--- config.mk ---
export PLATFORM = sky130hd
export DESIGN_NAME = psk31_varicode_phase_generator_core
export DESIGN_NICKNAME = d
export VERILOG_FILES = /design/src/rtl/pvpg_pkg.sv /design/src/rtl/pvpg_front.sv /design/src/rtl/pvpg_queue.sv /design/src/rtl/pvpg_back.sv /design/src/rtl/psk31_varicode_phase_generator_core.sv
export SDC_FILE = /design/constraint.sdc
export NUM_CORES = 1
export LEC_CHECK = 0
export BUFFER_PORTS_ARGS = -buffer_cell sky130_fd_sc_hd__buf_4
export CAP_MARGIN = 20
export CORE_UTILIZATION = 50
export DETAILED_ROUTE_END_ITERATION = 10
export PLACE_DENSITY = 0.73
export RECOVER_POWER = 25
export SYNTH_ARGS = -nofsm -noshare
export SYNTH_HDL_FRONTEND = slang
export SYNTH_SLANG_ARGS = --single-unit
--- constraint.sdc ---
create_clock -name clk -period 2.8 [get_ports clk]
set_clock_uncertainty 0.15 [all_clocks]
set_input_delay 0.28 -clock clk [delete_from_list [all_inputs] [get_ports clk]]
set_output_delay 0.28 -clock clk [all_outputs]
set_load 0.05 [all_outputs]
--- src/rtl/pvpg_pkg.sv ---
// Shared types, codes and constant tables of the varicode phase generator.
package pvpg_pkg;

    // Input kind codes.
    localparam logic [1:0] KIND_CHAR  = 2'd0;
    localparam logic [1:0] KIND_IDLE  = 2'd1;
    localparam logic [1:0] KIND_START = 2'd2;

    localparam int QUEUE_DEPTH = 4;

    localparam int CODE_W = 12;
    localparam int LEN_W  = 4;

    // Phase step of two quarter turns for a phase reversal.
    localparam logic [1:0] PHASE_FLIP = 2'd2;

    typedef enum logic [1:0] {
        OP_CHAR  = 2'd0,
        OP_IDLE  = 2'd1,
        OP_START = 2'd2
    } op_t;

    // Classified command word passed from the front part to the back part.
    typedef struct packed {
        op_t               op;
        logic [CODE_W-1:0] code;
        logic [LEN_W-1:0]  len;
    } cmd_t;

    // Status of the command queue as the back part sees it.
    typedef struct packed {
        logic empty;
        logic full;
    } queue_status_t;

    localparam logic [CODE_W-1:0] VC_CODE [128] = '{
        12'd2732, 12'd2924, 12'd2996, 12'd3548, 12'd2988, 12'd3452, 12'd3004, 12'd3060,
        12'd3068, 12'd956,  12'd116,  12'd3516, 12'd2932, 12'd124,  12'd3540, 12'd3756,
        12'd3036, 12'd3028, 12'd3764, 12'd3772, 12'd3436, 12'd3500, 12'd3508, 12'd3420,
        12'd3564, 12'd3572, 12'd3804, 12'd3412, 12'd3444, 12'd3820, 12'd3052, 12'd3580,
        12'd4,    12'd2044, 12'd1404, 12'd2004, 12'd1900, 12'd2900, 12'd2796, 12'd1532,
        12'd1004, 12'd988,  12'd1468, 12'd1916, 12'd468,  12'd212,  12'd348,  12'd1724,
        12'd732,  12'd756,  12'd948,  12'd1020, 12'd1500, 12'd1388, 12'd1452, 12'd1716,
        12'd1708, 12'd1756, 12'd980,  12'd1780, 12'd1972, 12'd340,  12'd1884, 12'd2748,
        12'd2804, 12'd500,  12'd940,  12'd692,  12'd724,  12'd476,  12'd876,  12'd1012,
        12'd1364, 12'd508,  12'd2036, 12'd1524, 12'd860,  12'd748,  12'd884,  12'd684,
        12'd852,  12'd1908, 12'd700,  12'd444,  12'd436,  12'd1372, 12'd1748, 12'd1396,
        12'd1492, 12'd1516, 12'd2740, 12'd2012, 12'd1980, 12'd2028, 12'd2812, 12'd1460,
        12'd2940, 12'd44,   12'd380,  12'd188,  12'd180,  12'd12,   12'd244,  12'd364,
        12'd172,  12'd52,   12'd1964, 12'd764,  12'd108,  12'd236,  12'd60,   12'd28,
        12'd252,  12'd1788, 12'd84,   12'd92,   12'd20,   12'd220,  12'd492,  12'd428,
        12'd892,  12'd372,  12'd1876, 12'd2780, 12'd1772, 12'd2772, 12'd2908, 12'd3796
    };

    localparam logic [LEN_W-1:0] VC_LEN [128] = '{
        4'd11, 4'd11, 4'd11, 4'd11, 4'd11, 4'd11, 4'd11, 4'd11,
        4'd11, 4'd9,  4'd6,  4'd11, 4'd11, 4'd6,  4'd11, 4'd11,
        4'd11, 4'd11, 4'd11, 4'd11, 4'd11, 4'd11, 4'd11, 4'd11,
        4'd11, 4'd11, 4'd11, 4'd11, 4'd11, 4'd11, 4'd11, 4'd11,
        4'd2,  4'd10, 4'd10, 4'd10, 4'd10, 4'd11, 4'd11, 4'd10,
        4'd9,  4'd9,  4'd10, 4'd10, 4'd8,  4'd7,  4'd8,  4'd10,
        4'd9,  4'd9,  4'd9,  4'd9,  4'd10, 4'd10, 4'd10, 4'd10,
        4'd10, 4'd10, 4'd9,  4'd10, 4'd10, 4'd8,  4'd10, 4'd11,
        4'd11, 4'd8,  4'd9,  4'd9,  4'd9,  4'd8,  4'd9,  4'd9,
        4'd10, 4'd8,  4'd10, 4'd10, 4'd9,  4'd9,  4'd9,  4'd9,
        4'd9,  4'd10, 4'd9,  4'd8,  4'd8,  4'd10, 4'd10, 4'd10,
        4'd10, 4'd10, 4'd11, 4'd10, 4'd10, 4'd10, 4'd11, 4'd10,
        4'd11, 4'd5,  4'd8,  4'd7,  4'd7,  4'd3,  4'd7,  4'd8,
        4'd7,  4'd5,  4'd10, 4'd9,  4'd6,  4'd7,  4'd5,  4'd4,
        4'd7,  4'd10, 4'd6,  4'd6,  4'd4,  4'd7,  4'd8,  4'd8,
        4'd9,  4'd8,  4'd10, 4'd11, 4'd10, 4'd11, 4'd11, 4'd11
    };

    // QPSK phase step in quarter turns for each shift register value.
    localparam logic [1:0] CONV_STEP [32] = '{
        2'd2, 2'd1, 2'd3, 2'd0, 2'd3, 2'd0, 2'd2, 2'd1,
        2'd0, 2'd3, 2'd1, 2'd2, 2'd1, 2'd2, 2'd0, 2'd3,
        2'd1, 2'd2, 2'd0, 2'd3, 2'd0, 2'd3, 2'd1, 2'd2,
        2'd3, 2'd0, 2'd2, 2'd1, 2'd2, 2'd1, 2'd3, 2'd0
    };

endpackage

--- src/rtl/pvpg_front.sv ---
// Front part: accepts input words, classifies them and looks up the varicode.
module pvpg_front (
    input  logic                    push,
    output logic                    full,
    input  logic [1:0]              kind,
    input  logic [6:0]              character,
    input  pvpg_pkg::queue_status_t q_status,
    output logic                    q_wr,
    output pvpg_pkg::cmd_t          q_wr_data
);

    logic accept;
    logic keep;

    assign full   = q_status.full;
    assign accept = push && !q_status.full;

    always_comb
    begin
        keep           = 1'b1;
        q_wr_data.code = pvpg_pkg::VC_CODE[character];
        q_wr_data.len  = pvpg_pkg::VC_LEN[character];
        q_wr_data.op   = pvpg_pkg::OP_CHAR;
        unique case (kind)
            pvpg_pkg::KIND_CHAR:  q_wr_data.op = pvpg_pkg::OP_CHAR;
            pvpg_pkg::KIND_IDLE:  q_wr_data.op = pvpg_pkg::OP_IDLE;
            pvpg_pkg::KIND_START: q_wr_data.op = pvpg_pkg::OP_START;
            // The unused kind is taken and dropped without effect.
            default:              keep = 1'b0;
        endcase
    end

    assign q_wr = accept && keep;

endmodule

--- src/rtl/pvpg_queue.sv ---
// Short command queue between the front and back parts.
module pvpg_queue #(
    parameter int DEPTH = pvpg_pkg::QUEUE_DEPTH
) (
    input  logic                    clk,
    input  logic                    rst_n,
    input  logic                    wr,
    input  pvpg_pkg::cmd_t          wr_data,
    input  logic                    rd,
    output pvpg_pkg::cmd_t          rd_data,
    output pvpg_pkg::queue_status_t status
);

    localparam int PTR_W = $clog2(DEPTH);
    localparam int CNT_W = $clog2(DEPTH + 1);
    localparam logic [PTR_W-1:0] LAST_PTR = PTR_W'(DEPTH - 1);
    localparam logic [CNT_W-1:0] FULL_CNT = CNT_W'(DEPTH);

    pvpg_pkg::cmd_t   mem_reg [DEPTH];
    logic [PTR_W-1:0] wr_ptr_reg, wr_ptr_next;
    logic [PTR_W-1:0] rd_ptr_reg, rd_ptr_next;
    logic [CNT_W-1:0] count_reg, count_next;
    logic             do_wr, do_rd;

    assign status.empty = (count_reg == '0);
    assign status.full  = (count_reg == FULL_CNT);
    assign do_wr        = wr && !status.full;
    assign do_rd        = rd && !status.empty;
    assign rd_data      = mem_reg[rd_ptr_reg];

    always_comb
    begin
        wr_ptr_next = wr_ptr_reg;
        rd_ptr_next = rd_ptr_reg;
        count_next  = count_reg;
        if (do_wr)
        begin
            wr_ptr_next = (wr_ptr_reg == LAST_PTR) ? '0 : wr_ptr_reg + 1'b1;
        end
        if (do_rd)
        begin
            rd_ptr_next = (rd_ptr_reg == LAST_PTR) ? '0 : rd_ptr_reg + 1'b1;
        end
        if (do_wr && !do_rd)
        begin
            count_next = count_reg + 1'b1;
        end
        else if (do_rd && !do_wr)
        begin
            count_next = count_reg - 1'b1;
        end
    end

    always_ff @(posedge clk or negedge rst_n)
    begin
        if (!rst_n)
        begin
            wr_ptr_reg <= '0;
            rd_ptr_reg <= '0;
            count_reg  <= '0;
        end
        else
        begin
            wr_ptr_reg <= wr_ptr_next;
            rd_ptr_reg <= rd_ptr_next;
            count_reg  <= count_next;
        end
    end

    always_ff @(posedge clk)
    begin
        if (do_wr)
        begin
            mem_reg[wr_ptr_reg] <= wr_data;
        end
    end

endmodule

--- src/rtl/pvpg_back.sv ---
// Back part: steps through the varicode bits and keeps carrier phase and shift state.
module pvpg_back (
    input  logic                    clk,
    input  logic                    rst_n,
    input  logic                    cfg_valid,
    input  logic                    cfg_qpsk_mode,
    input  pvpg_pkg::queue_status_t q_status,
    input  pvpg_pkg::cmd_t          q_rd_data,
    output logic                    q_rd,
    output logic                    empty,
    input  logic                    pop,
    output logic [1:0]              phase_quarter,
    output logic                    sent_bit,
    output logic                    last_of_item
);

    typedef enum logic [1:0] {
        ST_FETCH = 2'b01,
        ST_SEND  = 2'b10
    } state_t;

    state_t                      state_reg, state_next;
    pvpg_pkg::cmd_t              cmd_reg, cmd_next;
    logic [pvpg_pkg::LEN_W-1:0]  bit_idx_reg, bit_idx_next;
    logic [1:0]                  phase_reg, phase_next;
    logic [4:0]                  shift_reg, shift_next;
    logic                        qpsk_reg;
    logic                        out_valid_reg, out_valid_next;
    logic [1:0]                  out_phase_reg, out_phase_next;
    logic                        out_bit_reg, out_bit_next;
    logic                        out_last_reg, out_last_next;
    logic                        out_free;
    logic                        load;
    logic                        cur_bit;
    logic [4:0]                  shift_step;

    assign out_free      = !out_valid_reg || pop;
    assign empty         = !out_valid_reg;
    assign phase_quarter = out_phase_reg;
    assign sent_bit      = out_bit_reg;
    assign last_of_item  = out_last_reg;

    assign cur_bit    = cmd_reg.code[bit_idx_reg];
    assign shift_step = {shift_reg[3:0], cur_bit};

    always_comb
    begin
        state_next     = state_reg;
        cmd_next       = cmd_reg;
        bit_idx_next   = bit_idx_reg;
        phase_next     = phase_reg;
        shift_next     = shift_reg;
        out_valid_next = out_valid_reg && !pop;
        out_phase_next = out_phase_reg;
        out_bit_next   = out_bit_reg;
        out_last_next  = out_last_reg;
        q_rd           = 1'b0;
        load           = 1'b0;
        unique case (state_reg)
            ST_FETCH:
            begin
                if (!q_status.empty)
                begin
                    q_rd         = 1'b1;
                    cmd_next     = q_rd_data;
                    bit_idx_next = q_rd_data.len;
                    if (q_rd_data.op == pvpg_pkg::OP_START)
                    begin
                        shift_next = '0;
                    end
                    else
                    begin
                        state_next = ST_SEND;
                    end
                end
            end
            ST_SEND:
            begin
                if (out_free)
                begin
                    load = 1'b1;
                    if (cmd_reg.op == pvpg_pkg::OP_IDLE)
                    begin
                        phase_next    = phase_reg + pvpg_pkg::PHASE_FLIP;
                        out_bit_next  = 1'b0;
                        out_last_next = 1'b1;
                    end
                    else
                    begin
                        if (qpsk_reg)
                        begin
                            shift_next = shift_step;
                            phase_next = phase_reg + pvpg_pkg::CONV_STEP[shift_step];
                        end
                        else if (!cur_bit)
                        begin
                            phase_next = phase_reg + pvpg_pkg::PHASE_FLIP;
                        end
                        out_bit_next  = cur_bit;
                        out_last_next = (bit_idx_reg == '0);
                        bit_idx_next  = bit_idx_reg - 1'b1;
                    end
                    out_valid_next = 1'b1;
                    out_phase_next = phase_next;
                    if (out_last_next)
                    begin
                        state_next = ST_FETCH;
                    end
                end
            end
            default:
            begin
                state_next = ST_FETCH;
            end
        endcase
    end

    always_ff @(posedge clk or negedge rst_n)
    begin
        if (!rst_n)
        begin
            state_reg     <= ST_FETCH;
            phase_reg     <= '0;
            shift_reg     <= '0;
            qpsk_reg      <= 1'b0;
            out_valid_reg <= 1'b0;
        end
        else
        begin
            state_reg     <= state_next;
            phase_reg     <= phase_next;
            shift_reg     <= shift_next;
            out_valid_reg <= out_valid_next;
            if (cfg_valid)
            begin
                qpsk_reg <= cfg_qpsk_mode;
            end
        end
    end

    always_ff @(posedge clk)
    begin
        cmd_reg       <= cmd_next;
        bit_idx_reg   <= bit_idx_next;
        out_phase_reg <= out_phase_next;
        out_bit_reg   <= out_bit_next;
        out_last_reg  <= out_last_next;
    end

    // The phase moves only together with a new result word.
    a_phase_with_result: assert property (@(posedge clk) disable iff (!rst_n)
        !load |=> $stable(phase_reg))
        else $error("phase changed without a result word");

    // An idle period gives exactly one word, marked last.
    a_idle_single: assert property (@(posedge clk) disable iff (!rst_n)
        (load && cmd_reg.op == pvpg_pkg::OP_IDLE) |=> (out_valid_reg && out_last_reg))
        else $error("idle period did not give a single last word");

    // The last word of an item sends the sequencer back to fetch.
    a_last_to_fetch: assert property (@(posedge clk) disable iff (!rst_n)
        (load && out_last_next) |=> (state_reg == ST_FETCH))
        else $error("sequencer kept sending after the last word");

    // A start command clears the shift register and leaves the phase alone.
    a_start_clears: assert property (@(posedge clk) disable iff (!rst_n)
        (q_rd && q_rd_data.op == pvpg_pkg::OP_START)
        |=> (shift_reg == '0 && $stable(phase_reg)))
        else $error("start command did not clear the shift register");

    // The result register is never overwritten while its word waits.
    a_no_overwrite: assert property (@(posedge clk) disable iff (!rst_n)
        load |-> out_free)
        else $error("result word overwritten");

endmodule

--- src/rtl/psk31_varicode_phase_generator_core.sv ---
// Top level of the PSK31 varicode phase generator: front, command queue and back.
//
//  Channel   | Handshake                    | Word
//  ----------+------------------------------+----------------------------------------
//  input     | push / full                  | kind, character
//  result    | pop / empty                  | phase_quarter, sent_bit, last_of_item
//  config    | cfg_valid / cfg_ready        | qpsk_mode
//
// A character gives len+1 result words, one per cycle while pop keeps up, after the back
// sequencer fetches it from the command queue in its fetch state; an idle item gives one
// result word and a start item none. The sequencer's bit loop sets the number of words.
// The front takes words whenever the command queue has room, so it runs ahead of the
// back by up to QUEUE_DEPTH commands. A single result register holds back the sequencer
// while its word is not popped. Reset clears the phase, the shift register and the mode.
module psk31_varicode_phase_generator_core #(
    parameter int QUEUE_DEPTH = pvpg_pkg::QUEUE_DEPTH
) (
    input  logic       clk,
    input  logic       rst_n,
    input  logic       push,
    output logic       full,
    input  logic [1:0] kind,
    input  logic [6:0] character,
    output logic       empty,
    input  logic       pop,
    output logic [1:0] phase_quarter,
    output logic       sent_bit,
    output logic       last_of_item,
    input  logic       cfg_valid,
    output logic       cfg_ready,
    input  logic       qpsk_mode
);

    pvpg_pkg::queue_status_t q_status;
    pvpg_pkg::cmd_t          q_wr_data;
    pvpg_pkg::cmd_t          q_rd_data;
    logic                    q_wr;
    logic                    q_rd;

    // The mode register takes a write in any cycle.
    assign cfg_ready = 1'b1;

    pvpg_front u_front (
        .push      (push),
        .full      (full),
        .kind      (kind),
        .character (character),
        .q_status  (q_status),
        .q_wr      (q_wr),
        .q_wr_data (q_wr_data)
    );

    pvpg_queue #(
        .DEPTH (QUEUE_DEPTH)
    ) u_queue (
        .clk     (clk),
        .rst_n   (rst_n),
        .wr      (q_wr),
        .wr_data (q_wr_data),
        .rd      (q_rd),
        .rd_data (q_rd_data),
        .status  (q_status)
    );

    pvpg_back u_back (
        .clk           (clk),
        .rst_n         (rst_n),
        .cfg_valid     (cfg_valid && cfg_ready),
        .cfg_qpsk_mode (qpsk_mode),
        .q_status      (q_status),
        .q_rd_data     (q_rd_data),
        .q_rd          (q_rd),
        .empty         (empty),
        .pop           (pop),
        .phase_quarter (phase_quarter),
        .sent_bit      (sent_bit),
        .last_of_item  (last_of_item)
    );

endmodule
==> results by group, run 1 <==
Outcome
  • Status: finished with violations
  • Failing checks: negative setup slack

Place
  • Input/output buffers: 20
  • Area after detailed placement: 6720 sq um
  • RePlAce Congestion: 0.908
  • Dpl ws: -0.128 ns
  • Detail Placement HPWL: 10600 um

Synth
  • Count of cell types in the netlist: 68
  • Top-count cell post-synth: edfxtp_1
  • Number of synthesized flops with an enable pin: 79
  • Yosys reg bits: 96
  • Most frequent cells after synthesis: edfxtp_1 (79), nand2_1 (50), ha_1 (34)
  • Synthesized area: 6240 sq um
  • Post-synth top area share: 38.0%
  • Syn_area_per_cell: 11.2 sq um
  • Yosys warnings: 0
  • Seq/Total Area, Yosys: 44.9%
  • Main synth FF type: edfxtp_1
  • Synthesized Nets: 608
  • Cells after Synth: 558
  • Area contributors post-synth: edfxtp_1 (38%), mux4_2 (10%), ha_1 (6.8%)
  • Post-synthesis async set-or-reset flop share: 17.7%
  • Largest area contributor in the netlist: edfxtp_1

Worst setup path
  • Crit-path leading delay family: simple AND/OR/NAND/NOR gates
  • Arrival @ worst endpoint: 2.84 ns
  • Worst Setup End Kind: flip-flop
  • Crit path cell chain: and3b_1 -> or4_4 -> and3_4 -> ha_1 -> mux2i_1 -> ha_2 -> inv_2 -> a31o_2 -> o31ai_2 -> xnor2_1
  • Critical path startpoint category: flip-flop
  • Crit path buf inv count: 1
  • Max stage delay on crit path: 0.42 ns
  • Worst setup path class: reg -> reg
  • Crit-path slowest cell: or4_4
  • Worst path required time: 2.74 ns
  • Max Fanout on Critical Path: 4

Floorplan
  • Initial Util: 51.5%
  • Rows: 40
  • Num ports: 22
  • Die ar.: 12900 sq um
  • Core area: 12100 sq um
  • Die H: 114 um
  • Chip width: 114 um

Timing
  • Fin worst setup slack: -0.106 ns
  • Max Transition Viols Final: 0
  • # setup viols final: 1
  • F_max: 344 MHz
  • Hold Slack: 0.0901 ns
  • Final hold viol count: 0
  • RSZ-0062 raised after global routing: yes
  • Period utilisation layout: 104%
  • Slew HR: 36.7%
  • Slew @ Worst Pin: 0.950 ns
  • Post-layout min period: 2.91 ns

Detailed routing
  • Drt first pass iters: 5
  • Routed WL: 14600 um
  • DRT iter0 DRCs: 324
  • Routed vias/inst: 6.07
  • Drt wl/cell: 19.2 um
  • Detail Route Antenna Nets: 0
  • Via count: 4635
  • DRC: 0

GRT
  • GRT Total Usage: 23.8%
  • Initial antenna violation count: 0
  • Grt total ovfl: 0
  • First-pass GRT wire length: 23500 um
  • Vias in the first global route: 4624
  • Largest net degree at the start of global routing: 71

Clock network
  • Clock Sinks: 96
  • TritonCTS buffer count: 9
  • CTS H-tree lvls: 3
  • Maximum clock path buffer count: 2
  • Clk root buf: clkbuf_16
  • Worst skew pair latency: 0.34 ns
  • CTS tree: done
  • Clock Pin Slew Worst Setup and Hold Paths: 0.07 ns

Job
  • Max_cap viols: 0

Final layout
  • Area Overhead vs Synth: 12.6%
  • Final non-filler cell area: 7020 sq um
  • Number of flip-flops in the largest register: 60
  • Final core occ: 58.0%
  • Layout cells sized above 1: 20.8%
  • Final nets: 640
  • N_diodes: 0
  • Fillers: 1020

Pwr
  • PD cells: 830 nW/um^2
  • Lkg Pwr: 2.67 nW
  • Worst VDD drop: 0.389 mV
  • Pwr Total: 0.00583 W

Hold path
  • HP Class: in -> reg
==> metal layers <==
metal,vias up,wire length (um),track usage [%]
li1,2175,-,-
met1,2244,5880,28.2
met2,172,7380,41.1
met3,44,672,3.40
met4,0,687,14.6
met5,-,0,0
==> per-stage QoR <==
step                      instances  TNS, ns
after CTS                       762   -0.107
after floorplan                 558  -0.0883
after detailed placement        743   -0.128
final                           763   -0.106
after global routing            763   -0.205
after global placement          743        0
==> where the power goes <==
part / leakage [nW] / total, W / switching, W / internal [W]
Sequential: 0.937 / 0.00224 / 0.000189 / 0.00205
Clock: 0.139 / 0.00114 / 0.000525 / 0.000614
Combinational: 1.60 / 0.00245 / 0.00137 / 0.00108
Total: 2.67 / 0.00583 / 0.00208 / 0.00375
==> tightest hold or removal path: cells and delay by family <==
kind	cells	cell delay, ns
and+or+nand+nor	2	0.20
buffers and inverters	1	0.07
==> what timing repair did <==
item                                    CTS  global route
hold endpoints to repair                 18             0
endpoints found under the setup margin    1             2
setup buffers                             0             1
hold buffers                              3             0
resized for setup                         2             2
==> layout by cell type, fill, tap and decap left out, types with 13 or more instances in the layout <==
cell,Yosys,routed
nand2_1,50,50
edfxtp_1,79,79
mux4_2,28,28
nand2b_1,15,15
nand3_1,15,15
o21ai_0,33,33
ha_1,34,33
a21oi_1,20,20
buf_4,5,52
dfrtp_1,16,16
nor2b_1,13,13
inv_1,20,19
nor2_1,31,31
==> path summary, 6_finish.rpt <==
| kind | from | end | slack, ns | cells after the start |
|---|---|---|---|---|
| setup reg to reg | u_back.bit_idx_reg[1]$_DFFE_PP_ | u_back.phase_quarter[1]$_DFFE_PP_ | -0.11 | 10 |
| hold / removal | pop | u_back.out_valid_reg$_DFF_PN0_ | 0.09 | 3 |
| setup / recovery | u_back.bit_idx_reg[1]$_DFFE_PP_ | u_back.phase_quarter[1]$_DFFE_PP_ | -0.11 | 10 |
| max in group asynchronous | rst_n | u_queue.rd_ptr_reg[0]$_DFFE_PN0P_ | 1.47 | 2 |
| min in group asynchronous | rst_n | u_back.shift_reg[2]$_DFFE_PN0P_ | 0.45 | 2 |
| hold reg to reg | u_queue.count_reg[2]$_DFFE_PN0P_ | u_queue.count_reg[2]$_DFFE_PN0P_ | 0.38 | 1 |
==> logic make-up (layout without fill, tap and decap cells) <==
kind of cell | count (synthesis) | in the layout | share of synthesized area, %
AO/OA/AOI/OAI | 146 | 146 | 16.1
flip-flops | 96 | 96 | 44.9
adder cells (fa/ha/maj) | 35 | 35 | 7.14
buffers and inverters | 65 | 102 | 4.79
other | 1 | 1 | 0.0601
multiplexers | 43 | 43 | 12.6
AND/OR/NAND/NOR | 161 | 161 | 12.9
XOR/XNOR | 11 | 11 | 1.54
==> final cells by class <==
type | instances | area (sq um) | share of cell area [%]
timing repair buffer | 65 | 490 | 6.98
clock buffer | 10 | 229 | 3.26
inverter | 21 | 78.8 | 1.12
tap | 168 | 210 | 2.99
sequential | 96 | 2800 | 39.8
multi-input combinational | 397 | 3170 | 45.1
clock inverter | 6 | 47.5 | 0.677
Power figures use the tool's default switching activity.
==> inputs of run 2 (changes only) <==
--- a/config.mk
+++ b/config.mk
@@ -9,7 +9,7 @@
 export CAP_MARGIN = 20
 export CORE_UTILIZATION = 50
 export DETAILED_ROUTE_END_ITERATION = 10
-export PLACE_DENSITY = 0.73
+export PLACE_DENSITY = 0.71
 export RECOVER_POWER = 25
 export SYNTH_ARGS = -nofsm -noshare
 export SYNTH_HDL_FRONTEND = slang
==> constraint.sdc (replaced) <==
create_clock -name clk -period 3.77 [get_ports clk]
set_clock_uncertainty 0.15 [all_clocks]
set_input_delay 0.377 -clock clk [delete_from_list [all_inputs] [get_ports clk]]
set_output_delay 0.377 -clock clk [all_outputs]
set_load 0.05 [all_outputs]
==> results by group, run 2 (synthesis results as in run 1) <==
Detailed routing
  • Detail Route Antenna Nets: 0
  • Via count: 4582
  • Drt wl/cell: 20.1 um
  • DRC: 0
  • Drt first pass iters: 5
  • Routed vias/inst: 6.32
  • DRT iter0 DRCs: 599
  • Routed WL: 14500 um

Worst setup path
  • Max Fanout on Critical Path: 6
  • Arrival @ worst endpoint: 3.17 ns
  • Most used cell, CP: ha_1
  • Crit path buf inv count: 1
  • Max stage delay on crit path: 0.52 ns
  • Critical path startpoint category: flip-flop
  • Crit path cell chain: mux4_2 -> nand3b_1 -> and3_1 -> ha_1 -> mux2i_1 -> ha_1 -> inv_1 -> nand3_1 -> and4b_1 -> o31ai_2 -> xnor2_1
  • Worst setup path class: reg -> reg
  • Worst path required time: 3.71 ns
  • Crit-path leading delay family: simple AND/OR/NAND/NOR gates
  • Worst Setup End Kind: flip-flop
  • Crit-path slowest cell: mux4_2

Job
  • Max_cap viols: 0

Pwr
  • Pwr Total: 0.00410 W
  • Lkg Pwr: 2.48 nW
  • Worst VDD drop: 0.303 mV
  • PD cells: 613 nW/um^2

Final layout
  • N_diodes: 0
  • Number of flip-flops in the largest register: 60
  • Layout cells sized above 1: 14.5%
  • Fillers: 1038
  • Most frequent cells in the layout: edfxtp_1 (79), nand2_1 (50), ha_1 (34)
  • Most common cell after layout, fill and taps aside: edfxtp_1
  • Final nets: 602
  • Area Overhead vs Synth: 7.18%

Outcome
  • Status: complete, no violations

Clock network
  • Clk root buf: clkbuf_16
  • CTS H-tree lvls: 3
  • Clock Sinks: 96
  • Worst skew pair latency: 0.34 ns
  • TritonCTS buffer count: 9
  • Clock Pin Slew Worst Setup and Hold Paths: 0.07 ns
  • CTS tree: done
  • Maximum clock path buffer count: 2

Floorplan
  • Chip width: 114 um
  • Initial Util: 51.5%
  • Num ports: 22
  • Die ar.: 12900 sq um
  • Rows: 40
  • Die H: 114 um
  • Core area: 12100 sq um

GRT
  • Initial antenna violation count: 0
  • Grt total ovfl: 0
  • First-pass GRT wire length: 23700 um
  • GRT Total Usage: 24.2%
  • Largest net degree at the start of global routing: 65
  • Vias in the first global route: 4373

Timing
  • Post-layout min period: 3.23 ns
  • Max Transition Viols Final: 0
  • Setup TNS Final: 0 ns
  • Slew HR: 19.3%
  • Final hold viol count: 0
  • Slew @ Worst Pin: 1.21 ns
  • F_max: 309 MHz
  • RSZ-0062 raised after global routing: no
  • # setup viols final: 0
  • Period utilisation layout: 85.8%
  • Fin worst setup slack: 0.536 ns

Place
  • Dpl ws: 0.569 ns
  • RePlAce Congestion: 0.970
  • Detail Placement HPWL: 10500 um
  • Input/output buffers: 20

Hold path
  • HP Class: in -> reg
## run 2: changes by cell type in the layout (fill, tap and decap cells not counted), sizes merged
cell / before / now
buf: 54 / 17
dlygate4sd3: 3 / 1
clkinv: 1 / 2
## run 2: layer usage
layer	GRT usage, %	share of wire, %
met1	33.7	43
met2	37.9	47
met3	3.72	6.1
met4	10.7	3.8
met5	0	0
## run 2: worst register-to-register path, stage by stage (launching register included)
cell and delay [ns]:
edfxtp_1 0.46, mux4_2 0.52, nand3b_1 0.19, and3_1 0.31
ha_1 0.27, mux2i_1 0.14, ha_1 0.22, inv_1 0.08
nand3_1 0.09, and4b_1 0.21, o31ai_2 0.25, xnor2_1 0.09
## run 2: what timing repair did
| item | in CTS | in global routing |
|---|---|---|
| endpoints found under the hold margin | 17 | 0 |
| gates resized for setup | 0 | 0 |
| setup buffers | 0 | 0 |
| hold buffers | 1 | 0 |
## run 2: path summary, 6_finish.rpt
check / start / endpoint / slack, ns / cells past startpoint
worst max-delay path: u_back.bit_idx_reg[0]$_DFFE_PP_ / u_back.phase_quarter[1]$_DFFE_PP_ / 0.54 / 11
worst min-delay path: cfg_valid / u_back.qpsk_reg$_DFFE_PN0P_ / 0.07 / 2
worst max register to register: u_back.bit_idx_reg[0]$_DFFE_PP_ / u_back.phase_quarter[1]$_DFFE_PP_ / 0.54 / 11
worst min register to register: u_queue.count_reg[2]$_DFFE_PN0P_ / u_queue.count_reg[2]$_DFFE_PN0P_ / 0.36 / 1
max in group asynchronous: rst_n / u_back.phase_reg[1]$_DFFE_PN0P_ / 2.28 / 2
min in group asynchronous: rst_n / u_back.shift_reg[0]$_DFFE_PN0P_ / 0.57 / 2
## run 2: per-stage QoR
stage                     hold slack [ns]  cells  cell area, sq um  utilization (%)
after floorplan                   -0.0686    558              6240                -
after global placement              0.106    708              6420             53.0
after detailed placement            0.108    708              6420             53.0
after CTS                          0.0614    725              6720             55.5
after global routing               0.0591    725              6690             55.2
final                              0.0679    725              6690             55.2
## run 2: layout make-up
cell class	count	area [sq um]	area share, %
inverters	21	78.8	1.18
clock buffers	9	225	3.37
multi-input cells	397	3140	47.0
flip-flops and latches	96	2800	41.9
well taps	168	210	3.14
clock inverters	7	61.3	0.917
repair buffers	27	171	2.56
## run 2: power by group
part | internal, W | leakage (nW) | switching, W
registers | 0.00153 | 0.937 | 0.000191
logic | 0.000644 | 1.40 | 0.000879
clock network | 0.000462 | 0.142 | 0.000395
total | 0.00263 | 2.48 | 0.00147
==> inputs of run 3 (changes only) <==
--- a/config.mk
+++ b/config.mk
@@ -9,8 +9,9 @@
 export CAP_MARGIN = 20
 export CORE_UTILIZATION = 50
 export DETAILED_ROUTE_END_ITERATION = 10
-export PLACE_DENSITY = 0.71
+export PLACE_DENSITY = 0.7
 export RECOVER_POWER = 25
 export SYNTH_ARGS = -nofsm -noshare
 export SYNTH_HDL_FRONTEND = slang
+export SYNTH_HIERARCHICAL = 1
 export SYNTH_SLANG_ARGS = --single-unit
==> results by group, run 3 <==
Final layout
  • Footprint of the multi-input gates: 3100 sq um
  • Final nets: 619
  • Layout cells sized above 1: 12.0%
  • N_diodes: 0
  • Number of flip-flops in the largest register: 72
  • Fillers: 1077
  • Most frequent cells in the layout: edfxtp_1 (94), nand2_1 (44), a21oi_1 (36)
  • Reg area: 3250 sq um
  • Most common cell after layout, fill and taps aside: edfxtp_1
  • Area Overhead vs Synth: 6.31%

Clock network
  • Clock Sinks: 111
  • CTS H-tree lvls: 3
  • Cts repair resizes: 0
  • Worst skew pair latency: 0.34 ns
  • CTS tree: done
  • Clock Pin Slew Worst Setup and Hold Paths: 0.07 ns
  • Maximum clock path buffer count: 2
  • Clk root buf: clkbuf_16
  • TritonCTS buffer count: 9

Pwr
  • Lkg Pwr: 2.58 nW
  • PD cells: 646 nW/um^2
  • Switching Power: 0.00157 W
  • Comb pwr share: 36.3%
  • Sequential Power Share: 43.3%
  • Clock power share: 20.4%
  • Pwr Total: 0.00461 W
  • Worst VDD drop: 0.304 mV
  • Sw Ratio: 34.1%
  • Pint: 0.00304 W

GRT
  • GRT Total Usage: 23.4%
  • First-pass GRT wire length: 25400 um
  • Grt total ovfl: 0
  • Largest net degree at the start of global routing: 75
  • Vias in the first global route: 4698
  • Initial antenna violation count: 0

Synth
  • Yosys warnings: 6
  • Post-synthesis async set-or-reset flop share: 15.3%
  • XOR/XNOR Fraction of Synth Area: 1.69%
  • Yosys reg bits: 111
  • Simple-gate share of the synthesized area: 12.3%
  • Seq/Total Area, Yosys: 48.4%
  • Top-count cell post-synth: edfxtp_1
  • Area contributors post-synth: edfxtp_1 (42%), mux4_2 (6.4%), dfrtp_1 (6.0%)
  • Largest area contributor in the netlist: edfxtp_1
  • Number of synthesized flops with an enable pin: 94
  • Complex-gate fraction of the synthesized area: 17.2%
  • Syn_area_per_cell: 11.4 sq um
  • Main combinational cell family by area after synthesis: compound AO/OA/AOI/OAI gates
  • Count of cell types in the netlist: 77
  • Most frequent cells after synthesis: edfxtp_1 (94), nand2_1 (44), a21oi_1 (36)
  • Cells after Synth: 591
  • Synth Area in Adders: 4.58%
  • Post-synth top area share: 42.0%
  • Mux contribution to synthesized area: 10.2%
  • Synthesized area: 6720 sq um
  • Main synth FF type: edfxtp_1

Job
  • Max_cap viols: 0

Timing
  • Period utilisation layout: 86.6%
  • F_max: 306 MHz
  • Setup TNS Final: 0 ns
  • Slew @ Worst Pin: 0.977 ns
  • Slew HR: 34.9%
  • Final hold viol count: 0
  • RSZ-0062 raised after global routing: no
  • Post-layout min period: 3.26 ns
  • # setup viols final: 0
  • Max Transition Viols Final: 0

Worst setup path
  • Worst path required time: 3.72 ns
  • Worst Setup End Kind: flip-flop
  • Critical path startpoint category: flip-flop
  • Max Fanout on Critical Path: 8
  • Worst reg2reg setup slack: 0.51 ns
  • Worst setup path class: reg -> reg
  • Arrival @ worst endpoint: 3.21 ns

Floorplan
  • Core area: 12900 sq um
  • Num ports: 22
  • Rows: 41
  • Die H: 118 um
  • Die ar.: 13900 sq um
  • Initial Util: 52.2%
  • Chip width: 118 um

Detailed routing
  • Routed WL: 15700 um
  • Drt wl/cell: 20.7 um
  • DRT iter0 DRCs: 833
  • Via count: 4986
  • Routed vias/inst: 6.59
  • DRC: 0
  • Detail Route Antenna Nets: 0
  • Drt first pass iters: 5

Place
  • Detail Placement HPWL: 10700 um
  • RePlAce Congestion: 0.997
  • Input/output buffers: 20

Hold path
  • HP Class: in -> reg

Outcome
  • Status: complete, no violations
-- run 3: path summary, 6_finish.rpt --
| check | start | to | depth (start not counted) |
|---|---|---|---|
| hold / removal | qpsk_mode | u_back/qpsk_reg$_DFFE_PN0P_ | 2 |
| hold reg to reg | u_back/phase_reg[1]$_DFFE_PN0P_ | u_back/phase_reg[1]$_DFFE_PN0P_ | 1 |
| setup reg to reg | u_back/bit_idx_reg[0]$_DFFE_PP_ | u_back/phase_quarter[1]$_DFFE_PP_ | 13 |
| min in group asynchronous | rst_n | u_back/out_valid_reg$_DFF_PN0_ | 2 |
| max in group asynchronous | rst_n | u_queue/rd_ptr_reg[1]$_DFFE_PN0P_ | 2 |
| setup / recovery | u_back/bit_idx_reg[0]$_DFFE_PP_ | u_back/phase_quarter[1]$_DFFE_PP_ | 13 |
-- run 3: power groups by stage --
stage	combinational, W	sequential [W]	clock (W)
4_1_cts	0.00171	0.00199	0.000967
5_1_grt	0.00185	0.00203	0.00101
3_5_place_dp	0.00170	0.00202	0
6_report	0.00168	0.00199	0.000942
2_1_floorplan	0.00136	0.00195	0
3_3_place_gp	0.00166	0.00200	0
-- run 3: timing repair --
item                      in CTS  in global routing
setup buffers                  0                  0
hold endpoints to repair      17                  0
hold buffers                   1                  0
-- run 3: stage by stage --
step	hold slack (ns)	area, sq um	setup slack (ns)	instances	utilization [%]
after CTS	0.116	7180	0.509	757	55.7
after global routing	0.123	7140	0.302	757	55.5
after global placement	0.102	6860	0.632	740	53.3
after detailed placement	0.111	6860	0.537	740	53.3
after floorplan	-0.0686	6720	0.822	592	-
final	0.128	7140	0.506	757	55.5
-- run 3: final cells by class --
type | instances | share of cell area [%]
Clock buffer | 10 | 3.35
Tap cell | 172 | 3.01
Multi-Input combinational cell | 408 | 43.5
Timing Repair Buffer | 29 | 2.61
Inverter | 21 | 1.14
Clock inverter | 6 | 0.929
Sequential cell | 111 | 45.5
-- run 3: critical path, stage by stage, from the launching register on --
cell       delay (ns)
edfxtp_1         0.51
mux2i_1          0.29
o31ai_2          0.09
o2111ai_2        0.37
ha_1             0.32
xnor2_1          0.19
xnor2_1          0.14
ha_1             0.16
inv_1            0.08
xnor2_1          0.14
and3_1           0.18
a41oi_1          0.16
a21oi_1          0.11
xnor2_1          0.13
-- run 3: routing by layer --
metal	up-vias	routed length, um	GRT usage [%]
li1	2237	-	-
met1	2380	6640	33.1
met2	323	7270	35.3
met3	46	1330	3.73
met4	0	473	11.0
met5	-	0	0
-- run 3: kinds of logic after synthesis --
family | after synthesis
AOI/OAI and AO/OA | 166
and+or+nand+nor | 158
DFF | 111
buffers and inverters | 73
muxes | 43
adders and majority gates | 24
xor gates and xnor gates | 13
other | 3
